File: src/sv/acmc_pkg.sv
package acmc_pkg;

  localparam int unsigned OP_W   = 3;
  localparam int unsigned MODE_W = 2;
  localparam int unsigned TIME_W = 6;
  localparam int unsigned TCOL_W = 2;

  // Event codes carried by the operation field.
  localparam logic [OP_W-1:0] OP_TICK     = 3'd0;
  localparam logic [OP_W-1:0] OP_B1_SHORT = 3'd1;
  localparam logic [OP_W-1:0] OP_B1_LONG  = 3'd2;
  localparam logic [OP_W-1:0] OP_B2_SHORT = 3'd3;
  localparam logic [OP_W-1:0] OP_B2_LONG  = 3'd4;
  localparam logic [OP_W-1:0] OP_B3_SHORT = 3'd5;
  localparam logic [OP_W-1:0] OP_B3_LONG  = 3'd6;

  // Time display colors.
  localparam logic [TCOL_W-1:0] TCOL_NORMAL = 2'd0;
  localparam logic [TCOL_W-1:0] TCOL_BLANK  = 2'd1;
  localparam logic [TCOL_W-1:0] TCOL_ALARM  = 2'd2;

  localparam logic [TIME_W-1:0] SEC_MAX        = 6'd59;
  localparam logic [TIME_W-1:0] MAX_MINUTE_RST = 6'd2;

  // Step up with wrap: anything at or above the top goes to zero.
  function automatic logic [TIME_W-1:0] wrap_inc(input logic [TIME_W-1:0] v,
                                                 input logic [TIME_W-1:0] top);
    wrap_inc = (v >= top) ? '0 : v + TIME_W'(1);
  endfunction

  // Step down with wrap: zero or an out-of-range value goes to the top.
  function automatic logic [TIME_W-1:0] wrap_dec(input logic [TIME_W-1:0] v,
                                                 input logic [TIME_W-1:0] top);
    wrap_dec = (v == '0 || v > top) ? top : v - TIME_W'(1);
  endfunction

endpackage

File: src/sv/alarm_clock_mode_controller.sv
// Alarm clock mode controller. Each input beat is one event (a one-second
// tick or a short or long press of one of three buttons) together with the
// current blink phase, and each input beat yields exactly one output beat
// that shows the clock state after the event: mode, clock time, displayed
// alarm time, display colors, bell and buzzer flags and the edit selection.
// An event is applied in the cycle it is accepted and its output beat is
// valid on the next cycle, so the block sustains one beat per clock; the
// only thing that holds off input is a stalled output beat, because the
// single output register is the one place a finished beat can wait. The
// minute wrap point is set by the max_minute register (reset value 2),
// written through cfg_we and cfg_wdata; write it only while no beat is in
// flight.
module alarm_clock_mode_controller (
  input  logic                         clk,
  input  logic                         rst,
  // Configuration write port for max_minute.
  input  logic                         cfg_we,
  input  logic [acmc_pkg::TIME_W-1:0]  cfg_wdata,
  // Event channel.
  input  logic                         in_valid,
  output logic                         in_stall,
  input  logic [acmc_pkg::OP_W-1:0]    operation,
  input  logic                         blink_phase,
  // Display channel.
  output logic                         out_valid,
  input  logic                         out_stall,
  output logic [acmc_pkg::MODE_W-1:0]  mode,
  output logic [acmc_pkg::TIME_W-1:0]  minutes,
  output logic [acmc_pkg::TIME_W-1:0]  seconds,
  output logic [acmc_pkg::TIME_W-1:0]  alarm_minutes_shown,
  output logic [acmc_pkg::TIME_W-1:0]  alarm_seconds_shown,
  output logic [acmc_pkg::TCOL_W-1:0]  time_color,
  output logic                         alarm_color,
  output logic                         bell_on,
  output logic                         buzzer_on,
  output logic                         editing_seconds
);
  import acmc_pkg::*;

  typedef enum logic [MODE_W-1:0] {
    MODE_SET_TIME  = 2'd0,
    MODE_RUN       = 2'd1,
    MODE_SET_ALARM = 2'd2
  } mode_t;

  // Architectural state.
  logic [TIME_W-1:0] max_minute;
  mode_t             mode_reg;
  logic [TIME_W-1:0] clock_minutes;
  logic [TIME_W-1:0] clock_seconds;
  logic [TIME_W-1:0] alarm_minutes;
  logic [TIME_W-1:0] alarm_seconds;
  logic              armed;
  logic              ringing;
  logic              time_edit_seconds;
  logic              alarm_edit_seconds;

  mode_t             mode_reg_next;
  logic [TIME_W-1:0] clock_minutes_next;
  logic [TIME_W-1:0] clock_seconds_next;
  logic [TIME_W-1:0] alarm_minutes_next;
  logic [TIME_W-1:0] alarm_seconds_next;
  logic              armed_next;
  logic              ringing_next;
  logic              time_edit_seconds_next;
  logic              alarm_edit_seconds_next;

  // Display fields drawn from the next state.
  logic [TIME_W-1:0] shown_am_next;
  logic [TIME_W-1:0] shown_as_next;
  logic [TCOL_W-1:0] tcol_next;
  logic              acol_next;
  logic              edit_next;

  // Clock advanced by one second, used by both counting modes.
  logic [TIME_W-1:0] tick_minutes;
  logic [TIME_W-1:0] tick_seconds;

  logic in_accept;
  logic press_up;
  logic press_down;

  // A beat may enter whenever the output register is free or being drained.
  assign in_stall  = out_valid & out_stall;
  assign in_accept = in_valid & ~in_stall;

  assign press_up   = (operation == OP_B1_SHORT) || (operation == OP_B1_LONG);
  assign press_down = (operation == OP_B2_SHORT) || (operation == OP_B2_LONG);

  always_comb begin
    if (clock_seconds >= SEC_MAX) begin
      tick_seconds = '0;
      tick_minutes = wrap_inc(clock_minutes, max_minute);
    end else begin
      tick_seconds = clock_seconds + TIME_W'(1);
      tick_minutes = clock_minutes;
    end
  end

  always_comb begin
    mode_reg_next           = mode_reg;
    clock_minutes_next      = clock_minutes;
    clock_seconds_next      = clock_seconds;
    alarm_minutes_next      = alarm_minutes;
    alarm_seconds_next      = alarm_seconds;
    armed_next              = armed;
    ringing_next            = ringing;
    time_edit_seconds_next  = time_edit_seconds;
    alarm_edit_seconds_next = alarm_edit_seconds;

    case (mode_reg)
      MODE_RUN: begin
        if (operation == OP_TICK) begin
          clock_minutes_next = tick_minutes;
          clock_seconds_next = tick_seconds;
        end
        if (operation == OP_B1_LONG) begin
          armed_next   = 1'b0;
          ringing_next = 1'b0;
        end else if (operation == OP_B3_LONG) begin
          mode_reg_next = MODE_SET_ALARM;
        end else if (operation == OP_B3_SHORT) begin
          armed_next = ~armed;
        end
        // The ring check runs only when the clock stays in run mode.
        if (operation != OP_B3_LONG) begin
          if (!armed_next) begin
            ringing_next = 1'b0;
          end else if (clock_minutes_next == alarm_minutes &&
                       clock_seconds_next == alarm_seconds) begin
            ringing_next = 1'b1;
          end
        end
      end
      MODE_SET_ALARM: begin
        if (operation == OP_TICK) begin
          clock_minutes_next = tick_minutes;
          clock_seconds_next = tick_seconds;
        end else if (operation == OP_B3_SHORT) begin
          alarm_edit_seconds_next = ~alarm_edit_seconds;
        end else if (operation == OP_B3_LONG) begin
          mode_reg_next = MODE_RUN;
        end else if (press_up) begin
          if (alarm_edit_seconds) begin
            alarm_seconds_next = wrap_inc(alarm_seconds, SEC_MAX);
          end else begin
            alarm_minutes_next = wrap_inc(alarm_minutes, max_minute);
          end
        end else if (press_down) begin
          if (alarm_edit_seconds) begin
            alarm_seconds_next = wrap_dec(alarm_seconds, SEC_MAX);
          end else begin
            alarm_minutes_next = wrap_dec(alarm_minutes, max_minute);
          end
        end
      end
      MODE_SET_TIME: begin
        // Ticks are ignored while the time is being set.
        if (operation == OP_B3_SHORT) begin
          time_edit_seconds_next = ~time_edit_seconds;
        end else if (operation == OP_B3_LONG) begin
          mode_reg_next = MODE_RUN;
        end else if (press_up) begin
          if (time_edit_seconds) begin
            clock_seconds_next = wrap_inc(clock_seconds, SEC_MAX);
          end else begin
            clock_minutes_next = wrap_inc(clock_minutes, max_minute);
          end
        end else if (press_down) begin
          if (time_edit_seconds) begin
            clock_seconds_next = wrap_dec(clock_seconds, SEC_MAX);
          end else begin
            clock_minutes_next = wrap_dec(clock_minutes, max_minute);
          end
        end
      end
      default: begin
        // An undefined mode drops the event and falls back to setting time.
        mode_reg_next = MODE_SET_TIME;
      end
    endcase
  end

  // The display is drawn from the mode after the event.
  always_comb begin
    shown_am_next = '0;
    shown_as_next = '0;
    tcol_next     = TCOL_NORMAL;
    acol_next     = 1'b0;
    edit_next     = 1'b0;
    case (mode_reg_next)
      MODE_SET_TIME: begin
        tcol_next = blink_phase ? TCOL_BLANK : TCOL_NORMAL;
        edit_next = time_edit_seconds_next;
      end
      MODE_RUN: begin
        shown_am_next = alarm_minutes_next;
        shown_as_next = alarm_seconds_next;
        tcol_next     = ringing_next ? TCOL_ALARM : TCOL_NORMAL;
      end
      default: begin
        shown_am_next = alarm_minutes_next;
        shown_as_next = alarm_seconds_next;
        acol_next     = blink_phase;
        edit_next     = alarm_edit_seconds_next;
      end
    endcase
  end

  always_ff @(posedge clk) begin
    if (rst) begin
      max_minute         <= MAX_MINUTE_RST;
      mode_reg           <= MODE_SET_TIME;
      clock_minutes      <= '0;
      clock_seconds      <= '0;
      alarm_minutes      <= '0;
      alarm_seconds      <= '0;
      armed              <= 1'b0;
      ringing            <= 1'b0;
      time_edit_seconds  <= 1'b0;
      alarm_edit_seconds <= 1'b0;
    end else begin
      if (cfg_we) begin
        max_minute <= cfg_wdata;
      end
      if (in_accept) begin
        mode_reg           <= mode_reg_next;
        clock_minutes      <= clock_minutes_next;
        clock_seconds      <= clock_seconds_next;
        alarm_minutes      <= alarm_minutes_next;
        alarm_seconds      <= alarm_seconds_next;
        armed              <= armed_next;
        ringing            <= ringing_next;
        time_edit_seconds  <= time_edit_seconds_next;
        alarm_edit_seconds <= alarm_edit_seconds_next;
      end
    end
  end

  // Output register: valid is control, the payload loads on each accepted beat.
  always_ff @(posedge clk) begin
    if (rst) begin
      out_valid <= 1'b0;
    end else if (in_accept) begin
      out_valid <= 1'b1;
    end else if (!out_stall) begin
      out_valid <= 1'b0;
    end
  end

  always_ff @(posedge clk) begin
    if (in_accept) begin
      mode                <= mode_reg_next;
      minutes             <= clock_minutes_next;
      seconds             <= clock_seconds_next;
      alarm_minutes_shown <= shown_am_next;
      alarm_seconds_shown <= shown_as_next;
      time_color          <= tcol_next;
      alarm_color         <= acol_next;
      bell_on             <= armed_next;
      buzzer_on           <= ringing_next;
      editing_seconds     <= edit_next;
    end
  end

endmodule
File: config.mk
export PLATFORM = sky130hd
export DESIGN_NAME = alarm_clock_mode_controller
export DESIGN_NICKNAME = d
export VERILOG_FILES = /design/src/sv/acmc_pkg.sv /design/src/sv/alarm_clock_mode_controller.sv
export SDC_FILE = /design/constraint.sdc
export NUM_CORES = 1
export LEC_CHECK = 0
export ABC_AREA = 1
export BUFFER_PORTS_ARGS = -buffer_cell sky130_fd_sc_hd__buf_4
export CORE_MARGIN = 8
export CORE_UTILIZATION = 55
export CTS_CLUSTER_SIZE = 20
export DETAILED_ROUTE_END_ITERATION = 10
export PLACE_DENSITY = 0.76
export SLEW_MARGIN = 20
export SYNTH_ARGS = -nofsm -noshare
export SYNTH_HDL_FRONTEND = slang
export SYNTH_SLANG_ARGS = --single-unit
File: constraint.sdc
create_clock -name clk -period 4.1 [get_ports clk]
set_clock_uncertainty 0.15 [all_clocks]
set_input_delay 0.41 -clock clk [delete_from_list [all_inputs] [get_ports clk]]
set_output_delay 0.41 -clock clk [all_outputs]
set_load 0.005 [all_outputs]
---- After elaboration in Yosys (flattened, before gate mapping) ----
Index checks and enable logic that the tools add are counted.
word-level totals
  register bits after elaboration ......... 69
  input port bits ......................... 15
  logic and storage cells ................. 141
  output and inout bits ................... 34
cells by class
  mux-type cells .......................... 70
  reduce and logical (&&, ||, !) cells .... 15
  magnitude comparators ................... 8
  equality and inequality tests ........... 13
  bitwise operators ....................... 6
  $add $sub $neg .......................... 8
operators by type and width
  operator                                              number
  2-to-1 mux 6 bit                                      41
  one-hot mux 6 bit (3 select lines)                    2
  adder 6 x 1 -> 6 bit, second input constant           4
  logical NOT 6 bit                                     4
  subtractor 6 x 1 -> 6 bit, second input constant      4
  2-to-1 mux 1 bit                                      18
  == test 6 bit                                         2
  >= comparator 6 bit                                   2
  >= comparator 6 bit, second input constant            2
  greater-than comparator 6 bit                         2
  greater-than comparator 6 bit, second input constant  2
  2-to-1 mux 2 bit                                      6
  == test 3 bit, second input constant                  3
  == test 3 x 2 -> 1 bit, second input constant         2
  logical OR 1 bit                                      6
  one-hot mux 2 bit (3 select lines)                    1
  == test 2 x 1 -> 1 bit, second input constant         2
  logical NOT 2 bit                                     2
  inverter 1 bit                                        4
  one-hot mux 2 bit (2 select lines)                    1
  == test 3 x 1 -> 1 bit, second input constant         1
  logical NOT 3 bit                                     1
  inequality test 3 bit, second input constant          1
  bitwise AND 1 bit                                     2
  other kinds (5)                                       5

---- Depth between registers and ports, before layout ----
Gate-level depths: netlist of run 1.
  word-level depth ........................ 13
  depth in mapped cells ................... 21

---- Worst setup path after synthesis of run 1 ----
Ideal clock, no wire load.
  kind .................................... input-to-reg
  start point ............................. in out_stall
  end point ............................... reg alarm_color, enable pin
  setup slack ............................. 1.633 ns
  required time ........................... 3.541 ns
  library setup time ...................... 0.409 ns
  buffers on the path ..................... 1
  stages .................................. 4
  data arrival time ....................... 1.908 ns
  path through ............................ nand2_1 -> inv_1 -> nor2_1 -> clkbuf_1
on the way
  cells in the longest elaborated chain, start to end .. 3
RTL lines
  element                 RTL line                            source
  start: declaration      alarm_clock_mode_controller.sv:26   input logic out_stall,
  bitwise AND 1 bit       alarm_clock_mode_controller.sv:84   assign in_stall = out_valid & out_stall;
  via in_stall            alarm_clock_mode_controller.sv:21   output logic in_stall,
  inverter 1 bit          alarm_clock_mode_controller.sv:85   assign in_accept = in_valid & ~in_stall;
  bitwise AND 1 bit       alarm_clock_mode_controller.sv:85
  via in_accept           alarm_clock_mode_controller.sv:79   logic in_accept;
  end signal: assignment  alarm_clock_mode_controller.sv:259  alarm_color <= acol_next;
  end: declaration        alarm_clock_mode_controller.sv:33   output logic alarm_color,
The timed path passes the listed nets, and every way through them passes these cells.
A chain may end at the register's enable or synchronous reset.

---- Worst setup path in the final report of run 1 ----
  start point ............................. reg clock_minutes[3]
  end point ............................... reg minutes[1] (netlist bit), data pin
on the way
  cells in the longest elaborated chain, start to end .. 9
  elaborated cells between the ends (all ways) .. 16
RTL lines
  element                                                                    RTL line                            source
  start: declaration                                                         alarm_clock_mode_controller.sv:49   logic [TIME_W-1:0] clock_minutes;
  start signal: assignment                                                   alarm_clock_mode_controller.sv:228  clock_minutes <= clock_minutes_next;
  greater-than comparator 6 bit / logical NOT 6 bit (equally long branches)  acmc_pkg.sv:34                      wrap_dec = (v == '0 || v > top) ? top : v - TIME_W'(1);
  logical OR 1 bit                                                           acmc_pkg.sv:34
  2-to-1 mux 6 bit                                                           acmc_pkg.sv:34
  2-to-1 mux 6 bit                                                           alarm_clock_mode_controller.sv:170  if (time_edit_seconds) begin
  2-to-1 mux 6 bit                                                           alarm_clock_mode_controller.sv:169  end else if (press_down) begin
  2-to-1 mux 6 bit                                                           alarm_clock_mode_controller.sv:163  end else if (press_up) begin
  2-to-1 mux 6 bit                                                           alarm_clock_mode_controller.sv:161  end else if (operation == OP_B3_LONG) begin
  2-to-1 mux 6 bit                                                           alarm_clock_mode_controller.sv:159  if (operation == OP_B3_SHORT) begin
  one-hot mux 6 bit (3 select lines) (*)                                     alarm_clock_mode_controller.sv:111  case (mode_reg)
  via clock_minutes_next[1]                                                  alarm_clock_mode_controller.sv:59   logic [TIME_W-1:0] clock_minutes_next;
  end signal: assignment                                                     alarm_clock_mode_controller.sv:254  minutes <= clock_minutes_next;
  end: declaration                                                           alarm_clock_mode_controller.sv:28   output logic [acmc_pkg::TIME_W-1:0] minutes,
Mark *: on every way through the listed nets, which the timed path passes. The rest lies on a longest branch. The select of a mux whose other input is x is not followed.

==> results of run 1 <==
[layout by cell type (no fill, tap or decap), types with 4 or more instances in the layout]
master and instances:
a21oi_1 65, a31oi_1 5, buf_4 50, clkbuf_8 10, dfxtp_1 37, edfxtp_1 32
ha_1 26, inv_1 93, inv_2 7, nand2_1 189, nand2_2 8, nand2_4 4
nand3_1 75, nand4_1 13, nor2_1 52, nor3_1 9, o211ai_1 9, o21ai_0 82
o22ai_1 4, xor2_1 14
[metal layers]
layer  GRT usage, %  routed length, µm  vias to the layer above
met5              0                  0                        -
met4           9.49                345                        0
met3           3.32               1040                       31
met2           41.2               7370                      208
met1           30.1               6530                     2492
li1               -                  -                     2699
[power by group through the flow]
| stage | clock network, mW | registers, mW | logic, mW |
|---|---|---|---|
| 5_1_grt | 0.692 | 0.874 | 0.742 |
| 6_report | 0.657 | 0.865 | 0.653 |
| 2_1_floorplan | 0 | 0.846 | 0.473 |
| 3_3_place_gp | 0 | 0.878 | 0.637 |
| 3_5_place_dp | 0 | 0.879 | 0.644 |
| 4_1_cts | 0.662 | 0.864 | 0.648 |
[Yosys cell counts (all sizes together) (2+ instances only)]
library cell  instances
nand2               201
o21ai                85
nand3                78
ha                   26
nor3                  9
o2111ai               3
edfxtp               32
xor2                 14
buf                   9
inv                 101
o22ai                 4
o221ai                3
nand4                13
o211ai                9
nor2                 59
a31oi                 5
dfxtp                37
clkinv                2
a21oi                65
or2                   3
clkbuf               24
xnor2                 2
[through the flow]
stage	area, µm²	utilization (%)	power (mW)	setup WS, ps
5_1_grt	5930	62.1	2.31	903
6_report	5930	62.1	2.17	1170
3_5_place_dp	5710	59.8	1.52	1240
2_1_floorplan	5300	-	1.32	1630
4_1_cts	5930	62.1	2.17	1220
3_3_place_gp	5710	59.8	1.52	1280
[path summary, 6_finish.rpt]
| kind | depth (start not counted) | slack (ps) | from | to |
|---|---|---|---|---|
| setup / recovery | 15 | 1170 | clock_minutes[3] | minutes[1] |
| hold / removal | 3 | 110 | cfg_wdata[1] | max_minute[1] |
| setup reg to reg | 15 | 1170 | clock_minutes[3] | minutes[1] |
| hold reg to reg | 2 | 350 | out_valid | out_valid |
[kinds of logic after synthesis]
kind of cell,after synthesis
xor+xnor,16
buf+inv,136
flops,69
fa+ha+maj,26
simple gates,365
compound gates,179
[layout make-up]
class	instances	share of cell area [%]
clock buffers	11	2.38
clock inverters	5	1.39
well taps	133	2.81
flip-flops and latches	69	28.7
inverters	103	6.56
repair buffers	50	6.33
multi-input cells	586	51.8
[worst max-delay path, delay by kind of cell (launching register included)]
family | cells | cell delay, ps
AO/OA/AOI/OAI | 3 | 860
adder cells (fa/ha/maj) | 1 | 330
buffers and inverters | 1 | 40
flip-flops | 1 | 570
AND/OR/NAND/NOR | 10 | 740
==> run_results.csv, run 1 <==
group,metric,value,unit
run_status,result_of_the_run,"complete, no violations",
global_routing,grt_antenna_before_repair,0,
cts,insertion_delay,370,ps
worst_setup_path,end_kind,"flip-flop",
worst_setup_path,worstSetupPathType,"flip-flop to flip-flop",
finish,layout.area.seq,1700,µm²
cts,cts.clk_slew.worst_paths,80,ps
sta,max_freq,341,MHz
sta,maxSlewHeadroom,40.0,%
cts,clock_sinks,69,
synth,netlist_top_cells_area,"edfxtp_1 18%, dfxtp_1 14%, nand2_1 13%",
sta,worst_hold_slack,106,ps
sta,timing.final.crit_period,2930,ps
floorplan,num_io_pins,49,
pwr,power.switching_fraction,36.0,%
placement,finalWeightedCongestion,0.927,
sta,timing_hold_violations_final,0,
synth,postSynth.topFlopCell,"dfxtp_1",
synth,yosys.area.top_type_share,18.1,%
synth,synth_compound_gate_area_share,18.3,%
min_path,worstHoldPathType,"input pin to flip-flop",
floorplan,dieArea,13000,µm²
cts,numCtsBuffers,9,
global_routing,track_usage,24.2,%
synth,synth_xor_xnor_area_share,2.64,%
pwr,power_density,366,nW/µm²
pwr,power.static_leakage,2.82,nW
cts,cts_root_buf,"clkbuf_8",
pwr,ir_worst_vdd,187,µV
cts,postCtsSetupRepairBufs,0,
global_routing,first_global_vias,5100,
finish,area_growth_from_synthesis_to_layout,11.9,%
detailed_routing,remaining_drc_errors,0,
synth,yosysWarningCount,0,
cts,number_of_buffers_on_the_longest_clock_path,2,
synth,post_synthesis_simple_gate_area_fraction,30.8,%
worst_setup_path,critical_path.startpoint_type,"flip-flop",
finish,post_layout_nonfiller_instances,957,
synth,yosys.area.top_type,"edfxtp_1",
floorplan,dieHeight,114,µm
detailed_routing,route.vias.total,5430,
global_routing,gr-total-overflow,0,
worst_setup_path,timing.critical_path.slowest_stage_cell,"dfxtp_1",
synth,synth_adder_area_share,6.14,%
global_routing,grt_max_degree,83,
sta,rsz_0062_raised_after_global_routing,"false",
synth,yosys_register_bits,69,
detailed_routing,drtIter0Drc,450,
pwr,power.share.combinational,30.0,%
cts,level_count_of_the_clock_h_tree,3,
pwr,netSwitchingPower,783,µW
finish,multi_input_area,3080,µm²
synth,synth_enable_flop_cells,32,
pwr,pwr-share-clk,30.2,%
detailed_routing,drtAntennaViolNets,0,
detailed_routing,viasPerCell,5.67,
detailed_routing,drt_first_pass_iters,5,
worst_setup_path,timing.critical_path.fanout_max,13,
cts,cts.hold.buffers_added,0,
worst_setup_path,cp_cell_sequence,"ha_1, nand2_1, nand2_1, a21oi_1, nand2_1, a21boi_0, nand2_1, nand3_1, o21ai_0, nand2_1, nand2_1, nand2_1, nand2_1, nand2_1, inv_1",
finish,diodes,0,
placement,dp_cells,941,
synth,synth_async_sr_flop_share,0,%
synth,synth_cell_type_count,40,
sta,tns,0,ps
synth,mappedNetlistNets,832,
worst_setup_path,cp_required,4080,ps
floorplan,die_width,114,µm
synth,synth.area.mux_share,0,%
floorplan,coreArea,9550,µm²
pwr,internal_pwr_total,1.39,mW
synth,synthesis.instances,791,
placement,dpl.hpwl,11.2,mm
sta,tightest_slew,899,ps
finish,final.fill_count,943,
sta,finalSetupViolations,0,
worst_setup_path,critical_path.most_common_cell,"nand2_1",
synth,avgSynthCellArea,6.70,µm²
synth,combinational_family_with_the_most_area_after_synthesis,"simple AND/OR/NAND/NOR gates",
worst_setup_path,critPathArrivalTime,2910,ps
detailed_routing,routed_wl,15.3,mm
pwr,power.share.sequential,39.8,%
synth,seq_area_frac_synth,32.1,%
run,max_cap_violations,0,
synth,syn-cell-area,5300,µm²
placement,buffer_ports.inserted,48,
finish,layout-drive-gt1-share,12.0,%
global_routing,wire_length_of_the_first_global_routing_pass,25.4,mm
floorplan,initial_utilization,55.5,%
sta,maxSlewViolCount,0,
detailed_routing,detail_route.wl_per_cell,16.0,µm
cts,post_cts_resized,0,
sta,post-route-period-util,71.4,%
finish,final_nets,860,
floorplan,row_count,36,
worst_setup_path,delay_of_the_slowest_critical_path_stage,570,ps
cts,cts_tree,"built",
(Power assumes the default switching activity.)
==> run 2, diff against run 1 <==
clock period = 2.8 ns   (was 4.1 ns; I/O delays follow)
==> run_results.csv, run 2 (same netlist as run 1, synthesis figures left out) <==
group,metric,value,unit
cts,number_of_buffers_on_the_longest_clock_path,2,
worst_setup_path,crit_start,"clock_minutes[0]",
detailed_routing,remaining_drc_errors,0,
finish,finalCoreUtilization,65.0,%
finish,mostFrequentLayoutCells,"188 x nand2_1, 93 x inv_1, 82 x o21ai_0, 75 x nand3_1, 73 x buf_4",
floorplan,num_io_pins,49,
placement,finalWeightedCongestion,0.978,
floorplan,die_width,114,µm
worst_setup_path,critPathCapture,"minutes[4]",
sta,maxSlewViolCount,0,
worst_setup_path,end_kind,"flip-flop",
sta,finalSetupViolations,0,
pwr,ir_worst_vdd,337,µV
worst_setup_path,critical_path.startpoint_type,"flip-flop",
sta,max_freq,386,MHz
min_path,worstHoldPathType,"input pin to flip-flop",
global_routing,first_global_vias,5211,
finish,layout-drive-gt1-share,15.0,%
run_status,result_of_the_run,"complete, no violations",
cts,cts_tree,"built",
finish,area_growth_from_synthesis_to_layout,17.2,%
worst_setup_path,timing.critical_path.slowest_stage_cell,"dfxtp_2",
sta,post-route-period-util,92.5,%
worst_setup_path,cp_num_cells,16,
global_routing,track_usage,24.6,%
placement,dpl.hpwl,11.7,mm
finish,mostFrequentLayoutCell,"nand2_1",
finish,diodes,0,
worst_setup_path,path_buf_inv,3,
worst_setup_path,worstSetupPathType,"flip-flop to flip-flop",
detailed_routing,route.vias.total,5618,
pwr,total_power,3.33,mW
worst_setup_path,length_in_cells_of_the_worst_reg_to_reg_path,16,
cts,numCtsBuffers,9,
cts,cts.clk_slew.worst_paths,80,ps
detailed_routing,detail_route.wl_per_cell,16.0,µm
cts,clock_sinks,69,
global_routing,grt_antenna_before_repair,0,
worst_setup_path,critPathArrivalTime,2550,ps
sta,timing.final.crit_period,2590,ps
worst_setup_path,timing.critical_path.fanout_max,10,
detailed_routing,viasPerCell,5.70,
global_routing,gr-total-overflow,0,
worst_setup_path,cp_required,2760,ps
finish,post_layout_nonfiller_instances,986,
cts,postCtsSetupRepairBufs,0,
floorplan,dieHeight,114,µm
sta,tns,0,ps
sta,rsz_0062_raised_after_global_routing,"false",
finish,final.fill_count,909,
sta,tightest_slew,944,ps
detailed_routing,drtIter0Drc,446,
run,max_cap_violations,0,
floorplan,coreArea,9550,µm²
detailed_routing,routed_wl,15.8,mm
pwr,power.static_leakage,2.98,nW
detailed_routing,drt_first_pass_iters,5,
pwr,power_density,536,nW/µm²
floorplan,initial_utilization,55.5,%
worst_setup_path,timing.rr.start,"clock_minutes[0]",
placement,pre_cts_ws,160,ps
sta,finalWorstSetupSlack,210,ps
finish,final_nets,889,
global_routing,wire_length_of_the_first_global_routing_pass,25.8,mm
cts,insertion_delay,360,ps
cts,level_count_of_the_clock_h_tree,3,
worst_setup_path,regToRegSetupSlack,210,ps
floorplan,row_count,36,
placement,buffer_ports.inserted,48,
placement,dp_cells,966,
detailed_routing,drtAntennaViolNets,0,
sta,timing_hold_violations_final,0,
worst_setup_path,critical-path-top-delay-family,"simple AND/OR/NAND/NOR gates",
floorplan,dieArea,13000,µm²
worst_setup_path,critical_path.most_common_cell,"nand2_1",
cts,cts_root_buf,"clkbuf_8",
worst_setup_path,delay_of_the_slowest_critical_path_stage,420,ps
sta,maxSlewHeadroom,37.0,%
worst_setup_path,worst_r2r_endpoint,"minutes[4]",
global_routing,grt_max_degree,83,
worst_setup_path,cp_cell_sequence,"inv_1, ha_1, nand2_1, inv_1, nand2_1, nand2_1, nand2_1, nand2_1, nand3_1, o21ai_0, nand2_1, nand2_1, nand2_1, nand2_1, nand2_1, inv_1",
==> run 2: cell types whose count changed in the layout (fill, tap and decap cells not counted), moves of 2 or more <==
cell,previous run,this run
buf_4,50,73
dlygate4sd3_1,0,4
buf_12,0,2
clkinv_4,0,2
inv_6,2,0
==> run 2: final cells by class <==
type | instances | area [µm²] | area share (%)
tap | 133 | 166 | 2.68
sequential | 69 | 1700 | 27.4
clock inverter | 6 | 113 | 1.81
inverter | 103 | 389 | 6.27
timing repair buffer | 79 | 628 | 10.1
clock buffer | 10 | 128 | 2.05
multi-input combinational | 586 | 3080 | 49.7
==> run 2: how the worst min path moves through the flow <==
stage,start,end,slack [ps],cells past startpoint
detailed placement,out_valid,out_valid,320,2
floorplan,cfg_we,max_minute[1],240,1
finish,rst,out_valid,40,2
global route,rst,out_valid,40,2
global placement,out_valid,out_valid,310,2
CTS,rst,out_valid,30,2
==> run 2: metrics by stage <==
stage	hold slack, ps	area (µm²)
after floorplan	244	5300
after global placement	314	5920
after detailed placement	324	5920
after CTS	29.6	6200
after global routing	41.6	6210
final	44.1	6210
==> run 2: where the power goes <==
group,internal (mW),switching [mW]
logic,0.399,0.669
registers,1.16,0.0750
clock network,0.594,0.428
total,2.16,1.17
==> run 2: per-layer routing <==
| layer | up-vias | GRT usage (%) | share of wire (%) |
|---|---|---|---|
| li1 | 2758 | - | - |
| met1 | 2584 | 30.8 | 41 |
| met2 | 247 | 42.2 | 49 |
| met3 | 29 | 4.01 | 7.6 |
| met4 | 0 | 7.28 | 2.0 |
| met5 | - | 0 | 0 |
==> run 2: timing repair <==
action / 4_1_cts / 5_1_grt
endpoints found under the setup margin: 0 / 10
hold buffers: 4 / 0
gates resized for setup: 0 / 4
endpoints found under the hold margin: 2 / 0
